### src/rtl/rnd_pkg.sv
// ----------------------------------------------------------------------------
// rnd_pkg
// Shared types and constants for the RTP H.264 NAL depacketizer.
// ----------------------------------------------------------------------------
package rnd_pkg;

	localparam logic [4:0] TYPE_FU_A   = 5'd28;
	localparam logic [4:0] TYPE_STAP_A = 5'd24;
	localparam logic [4:0] TYPE_SPS    = 5'd7;
	localparam logic [4:0] TYPE_PPS    = 5'd8;
	localparam logic [7:0] NRI_MASK    = 8'hE0;
	localparam logic [7:0] TYPE_MASK   = 8'h1F;
	localparam int         FU_START_BIT = 7;
	localparam int         FU_END_BIT   = 6;

	localparam logic [15:0] OFFSET_MAX = 16'hFFFF;

	// packet kinds
	localparam logic [1:0] KIND_SINGLE   = 2'd0;
	localparam logic [1:0] KIND_FU       = 2'd1;
	localparam logic [1:0] KIND_STAP     = 2'd2;
	localparam logic [1:0] KIND_STAP_LOW = 2'd3;

	// request codes
	localparam logic REQ_BYTE  = 1'b0;
	localparam logic REQ_CLEAR = 1'b1;

	typedef struct packed {
		logic       has_byte;
		logic [7:0] data_out;
		logic       unit_end;
		logic       discard;
		logic       sps_seen;
		logic       pps_seen;
	} rnd_result_t;

endpackage

### src/rtl/rnd_front.sv
// ----------------------------------------------------------------------------
// rnd_front
// Classifies each payload byte, tracks packet state and builds result words.
// ----------------------------------------------------------------------------
module rnd_front (
	input  logic               clk,
	input  logic               arst_n,
	input  logic               accept,
	input  logic               req_type,
	input  logic [7:0]         data_in,
	input  logic               first_byte,
	input  logic               last_byte,
	input  logic [15:0]        packet_len,
	output logic               res_valid,
	output rnd_pkg::rnd_result_t res
);
	import rnd_pkg::*;

	logic [1:0]  kind_q;
	logic [15:0] offset_q;
	logic [7:0]  ind_q;
	logic        frag_open_q;
	logic        frag_end_q;
	logic [15:0] remaining_q;
	logic [7:0]  size_hi_q;
	logic        agg_stop_q;
	logic        sps_q;
	logic        pps_q;

	logic [1:0]  kind_n;
	logic [15:0] offset_n;
	logic [7:0]  ind_n;
	logic        frag_open_n;
	logic        frag_end_n;
	logic [15:0] remaining_n;
	logic [7:0]  size_hi_n;
	logic        agg_stop_n;
	logic        sps_n;
	logic        pps_n;

	logic [15:0] pos;
	logic        pos0;
	logic [4:0]  nal_type;
	logic [15:0] unit_size;
	logic [17:0] unit_span;
	logic [16:0] hdr_span;
	logic        has;
	logic        uend;
	logic        disc;
	logic [7:0]  dout;

	assign pos       = first_byte ? '0 : offset_q;
	assign pos0      = (pos == '0);
	assign nal_type  = data_in[4:0];
	assign unit_size = {size_hi_q, data_in};
	assign unit_span = {2'b00, pos} + 18'd1 + {2'b00, unit_size};
	assign hdr_span  = {1'b0, pos} + 17'd2;

	always_comb begin
		kind_n      = kind_q;
		offset_n    = offset_q;
		ind_n       = ind_q;
		frag_open_n = frag_open_q;
		frag_end_n  = frag_end_q;
		remaining_n = remaining_q;
		size_hi_n   = size_hi_q;
		agg_stop_n  = agg_stop_q;
		sps_n       = sps_q;
		pps_n       = pps_q;
		has         = 1'b0;
		uend        = 1'b0;
		disc        = 1'b0;
		dout        = data_in;

		if (req_type == REQ_CLEAR) begin
			disc        = frag_open_q;
			kind_n      = KIND_SINGLE;
			offset_n    = '0;
			ind_n       = '0;
			frag_open_n = 1'b0;
			frag_end_n  = 1'b0;
			remaining_n = '0;
			size_hi_n   = '0;
			agg_stop_n  = 1'b0;
			sps_n       = 1'b0;
			pps_n       = 1'b0;
		end else begin
			if (pos0) begin
				remaining_n = '0;
				agg_stop_n  = 1'b0;
				if (nal_type == TYPE_FU_A) begin
					kind_n = KIND_FU;
				end else begin
					kind_n = (nal_type == TYPE_STAP_A) ? KIND_STAP : KIND_SINGLE;
					// a non-fragment packet cuts off an open fragment
					if (frag_open_q) begin
						disc        = 1'b1;
						frag_open_n = 1'b0;
					end
				end
			end

			unique case (kind_n)
				KIND_SINGLE: begin
					if (pos0) begin
						if (nal_type == TYPE_SPS) sps_n = 1'b1;
						if (nal_type == TYPE_PPS) pps_n = 1'b1;
					end
					has  = 1'b1;
					uend = last_byte;
				end
				KIND_FU: begin
					if (pos0) begin
						ind_n = data_in;
					end else if (pos == 16'd1) begin
						frag_end_n = data_in[FU_END_BIT];
						if (data_in[FU_START_BIT]) begin
							disc        = disc | frag_open_n;
							frag_open_n = 1'b1;
							dout        = (ind_q & NRI_MASK) | (data_in & TYPE_MASK);
							has         = 1'b1;
						end
					end else if (frag_open_n) begin
						has = 1'b1;
					end
					if (!pos0 && frag_open_n && last_byte && frag_end_n) begin
						uend        = 1'b1;
						frag_open_n = 1'b0;
					end
				end
				KIND_STAP, KIND_STAP_LOW: begin
					if (!pos0 && !agg_stop_n) begin
						if (kind_n == KIND_STAP_LOW) begin
							kind_n = KIND_STAP;
							if (unit_span > {2'b00, packet_len})
								agg_stop_n = 1'b1;
							else
								remaining_n = unit_size;
						end else if (remaining_n != '0) begin
							has         = 1'b1;
							remaining_n = remaining_n - 16'd1;
						end else if (hdr_span < {1'b0, packet_len}) begin
							size_hi_n = data_in;
							kind_n    = KIND_STAP_LOW;
						end else begin
							agg_stop_n = 1'b1;
						end
					end
					uend = last_byte;
				end
				default: begin
					has = 1'b0;
				end
			endcase

			offset_n = (pos < OFFSET_MAX) ? pos + 16'd1 : OFFSET_MAX;
		end
	end

	assign res_valid    = accept & (has | uend | disc);
	assign res.has_byte = has;
	assign res.data_out = has ? dout : 8'h00;
	assign res.unit_end = uend;
	assign res.discard  = disc;
	assign res.sps_seen = sps_n;
	assign res.pps_seen = pps_n;

	always_ff @(posedge clk or negedge arst_n) begin
		if (!arst_n) begin
			kind_q      <= KIND_SINGLE;
			offset_q    <= '0;
			ind_q       <= '0;
			frag_open_q <= 1'b0;
			frag_end_q  <= 1'b0;
			remaining_q <= '0;
			size_hi_q   <= '0;
			agg_stop_q  <= 1'b0;
			sps_q       <= 1'b0;
			pps_q       <= 1'b0;
		end else if (accept) begin
			kind_q      <= kind_n;
			offset_q    <= offset_n;
			ind_q       <= ind_n;
			frag_open_q <= frag_open_n;
			frag_end_q  <= frag_end_n;
			remaining_q <= remaining_n;
			size_hi_q   <= size_hi_n;
			agg_stop_q  <= agg_stop_n;
			sps_q       <= sps_n;
			pps_q       <= pps_n;
		end
	end

endmodule

### src/rtl/rnd_queue.sv
// ----------------------------------------------------------------------------
// rnd_queue
// Short result queue between the classifier and the output side.
// ----------------------------------------------------------------------------
module rnd_queue #(
	parameter int DEPTH = 4
) (
	input  logic                 clk,
	input  logic                 arst_n,
	input  logic                 wr_en,
	input  rnd_pkg::rnd_result_t wr_word,
	input  logic                 rd_en,
	output rnd_pkg::rnd_result_t rd_word,
	output logic                 q_empty,
	output logic                 q_full
);
	import rnd_pkg::*;

	localparam int PW = (DEPTH > 1) ? $clog2(DEPTH) : 1;
	localparam int CW = $clog2(DEPTH + 1);
	localparam logic [PW-1:0] LAST_PTR = PW'(DEPTH - 1);
	localparam logic [CW-1:0] FULL_CNT = CW'(DEPTH);

	rnd_result_t       slot_q [DEPTH];
	logic [PW-1:0]     wr_ptr_q;
	logic [PW-1:0]     rd_ptr_q;
	logic [CW-1:0]     count_q;
	logic              do_wr;
	logic              do_rd;

	assign do_wr   = wr_en && (count_q != FULL_CNT);
	assign do_rd   = rd_en && (count_q != '0);
	assign q_empty = (count_q == '0);
	assign q_full  = (count_q == FULL_CNT);
	assign rd_word = slot_q[rd_ptr_q];

	always_ff @(posedge clk) begin
		if (do_wr)
			slot_q[wr_ptr_q] <= wr_word;
	end

	always_ff @(posedge clk or negedge arst_n) begin
		if (!arst_n) begin
			wr_ptr_q <= '0;
			rd_ptr_q <= '0;
			count_q  <= '0;
		end else begin
			if (do_wr)
				wr_ptr_q <= (wr_ptr_q == LAST_PTR) ? '0 : wr_ptr_q + PW'(1);
			if (do_rd)
				rd_ptr_q <= (rd_ptr_q == LAST_PTR) ? '0 : rd_ptr_q + PW'(1);
			if (do_wr && !do_rd)
				count_q <= count_q + CW'(1);
			else if (do_rd && !do_wr)
				count_q <= count_q - CW'(1);
		end
	end

endmodule

### src/rtl/rtp_h264_nal_depacketizer_top.sv
// ----------------------------------------------------------------------------
// rtp_h264_nal_depacketizer_top
// Streams RTP H.264 payload bytes into rebuilt NAL unit bytes.
// ----------------------------------------------------------------------------
// Takes one payload byte per cycle and sustains that rate indefinitely while
// the result side keeps popping. Each byte is classified and its result word
// formed in the same cycle it is pushed; the word is registered in the result
// queue and shows on the result ports once it is at its head. Bytes that produce
// no word (FU indicators, STAP-A size bytes, dropped bytes) are still taken in.
// full rises only when the DEPTH-entry result queue is full, so the result side
// may stall for up to DEPTH words before the input side sees back-pressure.
module rtp_h264_nal_depacketizer_top #(
	parameter int DEPTH = 4
) (
	input  logic        clk,
	input  logic        arst_n,
	input  logic        push,
	output logic        full,
	input  logic        req_type,
	input  logic [7:0]  data_in,
	input  logic        first_byte,
	input  logic        last_byte,
	input  logic [15:0] packet_len,
	output logic        empty,
	input  logic        pop,
	output logic        has_byte,
	output logic [7:0]  data_out,
	output logic        unit_end,
	output logic        discard,
	output logic        sps_seen,
	output logic        pps_seen
);
	import rnd_pkg::*;

	logic        accept;
	logic        res_valid;
	rnd_result_t res;
	rnd_result_t head;

	assign accept = push & ~full;

	rnd_front u_front (
		.clk        (clk),
		.arst_n     (arst_n),
		.accept     (accept),
		.req_type   (req_type),
		.data_in    (data_in),
		.first_byte (first_byte),
		.last_byte  (last_byte),
		.packet_len (packet_len),
		.res_valid  (res_valid),
		.res        (res)
	);

	rnd_queue #(
		.DEPTH (DEPTH)
	) u_queue (
		.clk     (clk),
		.arst_n  (arst_n),
		.wr_en   (res_valid),
		.wr_word (res),
		.rd_en   (pop),
		.rd_word (head),
		.q_empty (empty),
		.q_full  (full)
	);

	assign has_byte = head.has_byte;
	assign data_out = head.data_out;
	assign unit_end = head.unit_end;
	assign discard  = head.discard;
	assign sps_seen = head.sps_seen;
	assign pps_seen = head.pps_seen;

endmodule

### config.mk
export PLATFORM = sky130hd
export DESIGN_NAME = rtp_h264_nal_depacketizer_top
export DESIGN_NICKNAME = d
export VERILOG_FILES = /design/src/rtl/rnd_pkg.sv /design/src/rtl/rnd_front.sv /design/src/rtl/rnd_queue.sv /design/src/rtl/rtp_h264_nal_depacketizer_top.sv
export SDC_FILE = /design/constraint.sdc
export NUM_CORES = 1
export LEC_CHECK = 0
export BUFFER_PORTS_ARGS = -buffer_cell sky130_fd_sc_hd__buf_4
export CORE_MARGIN = 1
export CORE_UTILIZATION = 60
export CTS_CLUSTER_SIZE = 10
export DETAILED_ROUTE_END_ITERATION = 8
export HOLD_SLACK_MARGIN = 0.06
export MAX_ROUTING_LAYER = met4
export PLACE_DENSITY = 0.78
export SLEW_MARGIN = 30
export SYNTH_ARGS = -nofsm -noshare
export SYNTH_HDL_FRONTEND = slang
export SYNTH_SLANG_ARGS = --single-unit
export TNS_END_PERCENT = 100
### constraint.sdc
create_clock -name clk -period 11 [get_ports clk]
set_input_delay 2.2 -clock clk [delete_from_list [all_inputs] [get_ports clk]]
set_output_delay 2.2 -clock clk [all_outputs]
set_load 0.02 [all_outputs]
After elaboration in Yosys (flattened, before gate mapping)
Memories as Yosys holds them, arrays and structs flattened. Cells that the tools add are included.

Register bits: 62. Word-level logic and storage cells: 172. Memories kept: 1. RAM bits: 52. Output and inout port bits: 15.

Memory list: u_queue.slot_q (depth 4, bits a word 13, rd ports 1, clocked after memory_dff 0, wr ports 1, line rnd_queue.sv:24) `rnd_result_t slot_q [DEPTH];`.

$add $sub $neg: 9. Order comparisons: 3. Reduce and logical (&&, ||, !) cells: 28. Multiplexer cells: 97. Bitwise logic cells: 7. Equality and inequality tests: 14.

Operators with widths (count): 16-bit two-way mux (11); 8-bit two-way mux (15); 1-bit two-way mux (55); 2-bit two-way mux (12); 18-bit by 16-bit adder with 18-bit output (1); 18-bit by 16-bit greater-than comparator with 1-bit output (1); 16-bit by 1-bit adder with 17-bit output (second input constant) (1); 16-bit by 2-bit adder with 17-bit output (second input constant) (1); 17-bit by 16-bit < comparator with 1-bit output (1); 16-bit by 1-bit adder with 16-bit output (second input constant) (1); 16-bit by 1-bit equality test with 1-bit output (second input constant) (1); 16-bit logical NOT (1); 16-bit < comparator (second input constant) (1); 16-bit nonzero test (1); 16-bit by 1-bit subtractor with 16-bit output (second input constant) (1); 2-bit nonzero test (6); 5-bit equality test (second input constant) (2); 2-bit equality test (second input constant) (4); 1-bit logical AND (8); 8-bit by 5-bit OR with 8-bit output (1); 3-bit two-way mux (2); 6-bit AND reduction (1); 5-bit by 3-bit equality test with 1-bit output (second input constant) (1); 5-bit by 4-bit equality test with 1-bit output (second input constant) (1); 20 further kinds (28).

Depth between registers and ports, before layout
Word-level depth: 23. Mapped depth: 26. Gate-level depth less buffers: 23.

Modules after synthesis
A second synthesis with hierarchy kept.

Cells, all modules: 830. Area total of the unflattened synthesis: 7813.7 sq um.

Modules (own cells, without submodules): rnd_front (instances 1, cells each 724, seq. area each 1251.2 sq um, area an instance 5481.5 sq um); rnd_queue (instances 1, cells each 105, seq. area each 1736.7 sq um, area an instance 2318.5 sq um); rtp_h264_nal_depacketizer_top (instances 1, cells each 1, seq. area each 0.0 sq um, area an instance 13.8 sq um).

Worst setup path after synthesis
No wires, ideal clock.

Path kind: in2reg. From: input port first_byte. To: register u_front.remaining_q[1]. Path buffers: 3. Arrival time: 7.214 ns. Stages on the path: 24. Required time: 10.878 ns. Setup time: 0.122 ns. Slack: 3.664 ns. Cells stage by stage: clkbuf_1 > buf_1 > nand2b_1 > inv_1 > ha_1 > nand2_1 > or3_1 > clkbuf_1 > or3_1 > a21oi_1 > ha_1 > a21o_1 > a31o_2 > a21oi_1 > nand3b_1 > nand3_1 > ha_1 > nand4_1 > or4_1 > o211ai_1 > o211a_1 > nand2_1 > or3_1 > a32o_1.

Word-level cells in the longest chain between the ends: 10. Elaborated cells on any way between the ends: 25.

Ends and longest elaborated chain: from (decl) (line rtp_h264_nal_depacketizer_top.sv:21) `input logic first_byte,`; 16-bit two-way mux (*) (line rnd_front.sv:52) `assign pos = first_byte ? '0 : offset_q;`; branches (longest 7 deep; another with 18-bit by 16-bit adder with 18-bit output); 16-bit two-way mux (*) (line rnd_front.sv:103) `unique case (kind_n)`; 16-bit two-way mux (*) (line rnd_front.sv:75) `if (req_type == REQ_CLEAR) begin`; to (signal assigned) (line rnd_front.sv:186) `remaining_q <= remaining_n;`; to (decl) (line rnd_front.sv:24) `logic [15:0] remaining_q;`.

Mark *: on every way between the ends. The select of a mux whose other input is x is not followed. A chain may end at the register's enable or synchronous reset.

Worst setup path in the final report
Same ends and word-level chain as after synthesis.

==> impl_metrics.csv <==
group,metric,value,unit
sta,rsz0062_at_grt,"no",
synth,synth_top_cell_area_share,19.3,%
synth,ys_ff_latch,109,
pwr,p_leak,3.62,nW
synth,syn_nets,960,
global_route,overflow,0,
synth,syn_area_per_cell,9.34,um2
pwr,seq_power_share,41.2,%
clocking,post_cts_resized,0,
sta,finClkSkew,12.8,ps
cells_and_area,num-nets-final,971,
setup_path,rr_endpoint,"u_front.remaining_q[1]$_DFFE_PN0P_",
setup_path,r2r_slack,4630,ps
sta,hold_viol,0,
placement,numPortBuffers,45,
synth,synth_flop_cell,"dfrtp_1",
sta,fin_setup_tns,0,ps
global_route,grt_pass1_vias,6630,
die,rows,42,
setup_path,crit_path_max_incr_delay,650,ps
die,start_util,61.3,%
synth,synth_seq_area_share,36.9,%
synth,synth_compound_area_share,18.8,%
route,drt_iter0_markers,785,
clocking,path_clk_slew,70,ps
setup_path,crit_top_cell,"ha_1",
synth,ys_types,80,
setup_path,crit_slowest_cell,"a221oi_1",
synth,synth_fa_ha_area_share,9.93,%
sta,worst_slew_pin_slew,918,ps
pwr,p_sw_share,36.9,%
setup_path,crit_family,"compound AO/OA/AOI/OAI gates",
pwr,clock_power_share,24.5,%
global_route,antenna_found_initial,0,
clocking,postCtsSetupBuffers,0,
sta,slew_violations,0,
setup_path,critPathBufInv,2,
setup_path,r2r_cells,22,
pwr,ir_drop,87.0,uV
clocking,numCtsBuffers,9,
setup_path,path_cells,"buf_4 > nand2b_1 > inv_1 > ha_1 > nand2_1 > nor2_1 > xnor2_1 > nor2_1 > ha_1 > a21oi_1 > o211ai_1 > a221oi_1 > o21bai_1 > a21oi_1 > nand3b_1 > nand3_1 > ha_1 > nand4_1 > or4_1 > o211ai_1 > o211a_1 > nand2_1 > or3_1 > a32o_1",
cells_and_area,drive_gt1_share,11.2,%
sta,hold_ws,505,ps
setup_path,worst_setup_path_start_kind,"primary input",
synth,synth_top_family_by_area,"simple AND/OR/NAND/NOR gates",
clocking,clk_path_buf_depth,2,
status,status,"completed",
hold_path,min_path_type,"flip-flop to flip-flop",
pwr,p_int,0.849,mW
route,antenna_left,0,
clocking,cts.sinks,109,
pwr,pwr-share-comb,34.3,%
synth,synthXorXnorAreaFrac,4.33,%
synth,netlist_instances,866,
die,core,0.0132,mm2
synth,synth-simple-area-share,20.0,%
flow_run,max_cap_violations,0,
clocking,cts_tree,"built",
global_route,grt_pass1_wl,34700,um
clocking,ctsHoldBuffers,0,
synth,post-synth-top-area-cell,"edfxtp_1",
sta,slew-limit-headroom,38.8,%
route,wl,22000,um
synth,async_reset_ff_share,52.3,%
hold_path,holdPathStages,1,
setup_path,worstReg2RegStart,"u_front.offset_q[0]$_DFFE_PN0P_",
cells_and_area,syn_to_final_growth,8.51,%
sta,period_needed,7950,ps
route,viasPerCell,6.63,
synth,synthMuxAreaShare,5.46,%
sta,finalSetupViolCount,0,
die,die-area,0.0139,mm2
synth,yosys_warnings,0,
route,first_pass_iters,5,
synth,synth.area.top_cells,"edfxtp_1 19%, dfrtp_1 18%, ha_1 9.4%, mux4_2 3.6%, nand2_1 3.6%",
pwr,pwr_density_cell,153,mW/mm2
synth,synth_edf_count,52,
sta,fmax,126,MHz
global_route,grt_usage,32.9,%
setup_path,end_kind,"flip-flop",
die,ios,46,
setup_path,cp_data_arrival_time,8180,ps
cells_and_area,antenna_cells,0,
setup_path,crit_required,11230,ps
hold_path,min-delay-start,"u_queue.count_q[2]$_DFFE_PN0P_",
die,fp.dieH,118,um
synth,synth_common_cells,"77 x nand2_1, 64 x nor2_1, 61 x ha_1, 57 x dfrtp_1, 52 x edfxtp_1",
setup_path,crit_fanout,34,
route,vias,7018,
synth,yosys.cell_count.top_type,"nand2_1",
synth,synth_area,0.00809,mm2
pwr,p_sw,0.495,mW
sta,post-route-period-util,72.3,%
route,drc,0,
hold_path,whs_endpoint,"u_queue.count_q[2]$_DFFE_PN0P_",
setup_path,path_class,"primary input to flip-flop",
clocking,htree_num_levels,3,
route,wl_per_cell,20.8,um
die,die-width,118,um
placement,hpwl,16100,um
placement,gp_congestion,0.914,
clocking,cts_root_buf,"clkbuf_16",
global_route,grt_max_degree,59,
clocking,insertion_delay,350,ps
-- per-layer routing --
layer,up-vias,wire length (um),global-route usage [%]
met2,352,10500,51.7
met5,-,0,-
li1,3268,-,-
met3,62,1540,4.12
met1,3336,8970,42.0
met4,0,997,16.6
-- layout by cell type, fill, tap and decap left out, drive strengths merged, types with 9 or more instances in the layout --
master  instances
clkbuf          9
xor2           18
a31oi          14
inv            45
a21o           12
nor2           65
nand2b         12
o21ai          52
nand3          31
o211ai          9
or3            12
nor3           19
ha             61
and3           10
xnor2          22
edfxtp         52
nor2b          15
o31ai          10
nand4          15
nor4           19
mux4           13
and2           21
dfrtp          57
buf            50
a21oi          45
nand2          77
-- worst register-to-register path: stages, from the launching register on --
cell	delay, ps
dfrtp_1	550
nand2b_1	200
inv_1	120
ha_1	210
nand2_1	90
or3_1	460
xnor2_1	200
ha_1	350
nand2_1	90
a21oi_1	40
a221oi_1	640
o21bai_1	120
a21oi_1	260
nand3b_1	140
nand3_1	80
ha_1	310
nand4_1	120
or4_1	580
o211ai_1	140
o211a_1	550
nand2_1	350
or3_1	400
a32o_1	250
-- how the worst max path moves through the flow --
stage,from,end,cells past startpoint
floorplan,first_byte,u_front.remaining_q[1]$_DFFE_PN0P_,24
global placement,first_byte,u_front.remaining_q[1]$_DFFE_PN0P_,23
global route,first_byte,u_front.remaining_q[1]$_DFFE_PN0P_,24
CTS,first_byte,u_front.remaining_q[1]$_DFFE_PN0P_,23
finish,first_byte,u_front.remaining_q[1]$_DFFE_PN0P_,24
detailed placement,first_byte,u_front.remaining_q[1]$_DFFE_PN0P_,23
-- state kept, by name (all words and copies together), names as in the netlist --
signal and flops:
u_front.size_hi_q 8, u_front.sps_q 1, u_front.ind_q 3, u_queue.wr_ptr_q 2, u_queue.slot_q 52, u_queue.count_q 3
u_front.pps_q 1, u_queue.rd_ptr_q 2, u_front.frag_end_q 1, u_front.offset_q 16, u_front.agg_stop_q 1, u_front.kind_q 2
u_front.remaining_q 16, u_front.frag_open_q 1
-- power by group through the flow --
stage | logic [mW] | registers, mW | clock network, mW
after floorplan | 0.336 | 0.521 | 0
after global placement | 0.440 | 0.556 | 0
after detailed placement | 0.458 | 0.561 | 0
after CTS | 0.460 | 0.554 | 0.332
after global routing | 0.496 | 0.563 | 0.348
final | 0.461 | 0.554 | 0.329
-- cell families (layout without fill, tap and decap cells) --
group	after synthesis	after routing
AND/OR/NAND/NOR	315	315
AO/OA/AOI/OAI	222	222
flip-flops	109	109
buffers and inverters	90	106
adder cells (fa/ha/maj)	63	63
XOR/XNOR	40	40
multiplexers	27	27
-- final cells by class --
type | instances | area [um2]
multi-input cells | 667 | 4730
fillers | 1057 | 4420
flip-flops and latches | 109 | 2990
repair buffers | 50 | 375
clock buffers | 9 | 225
well taps | 176 | 220
inverters | 40 | 150
clock inverters | 7 | 82.6
-- metrics by stage --
stage	instances	area (um2)	utilization, %	setup slack, ps	total power [mW]
after floorplan	866	8090	-	3660	0.857
after global placement	1042	8470	64.2	3030	0.995
after detailed placement	1042	8470	64.2	2840	1.02
after CTS	1058	8770	66.5	3200	1.35
after global routing	1058	8770	66.5	2670	1.41
final	1058	8770	66.5	3050	1.34
No activity file was read; power rests on OpenSTA's default activity.
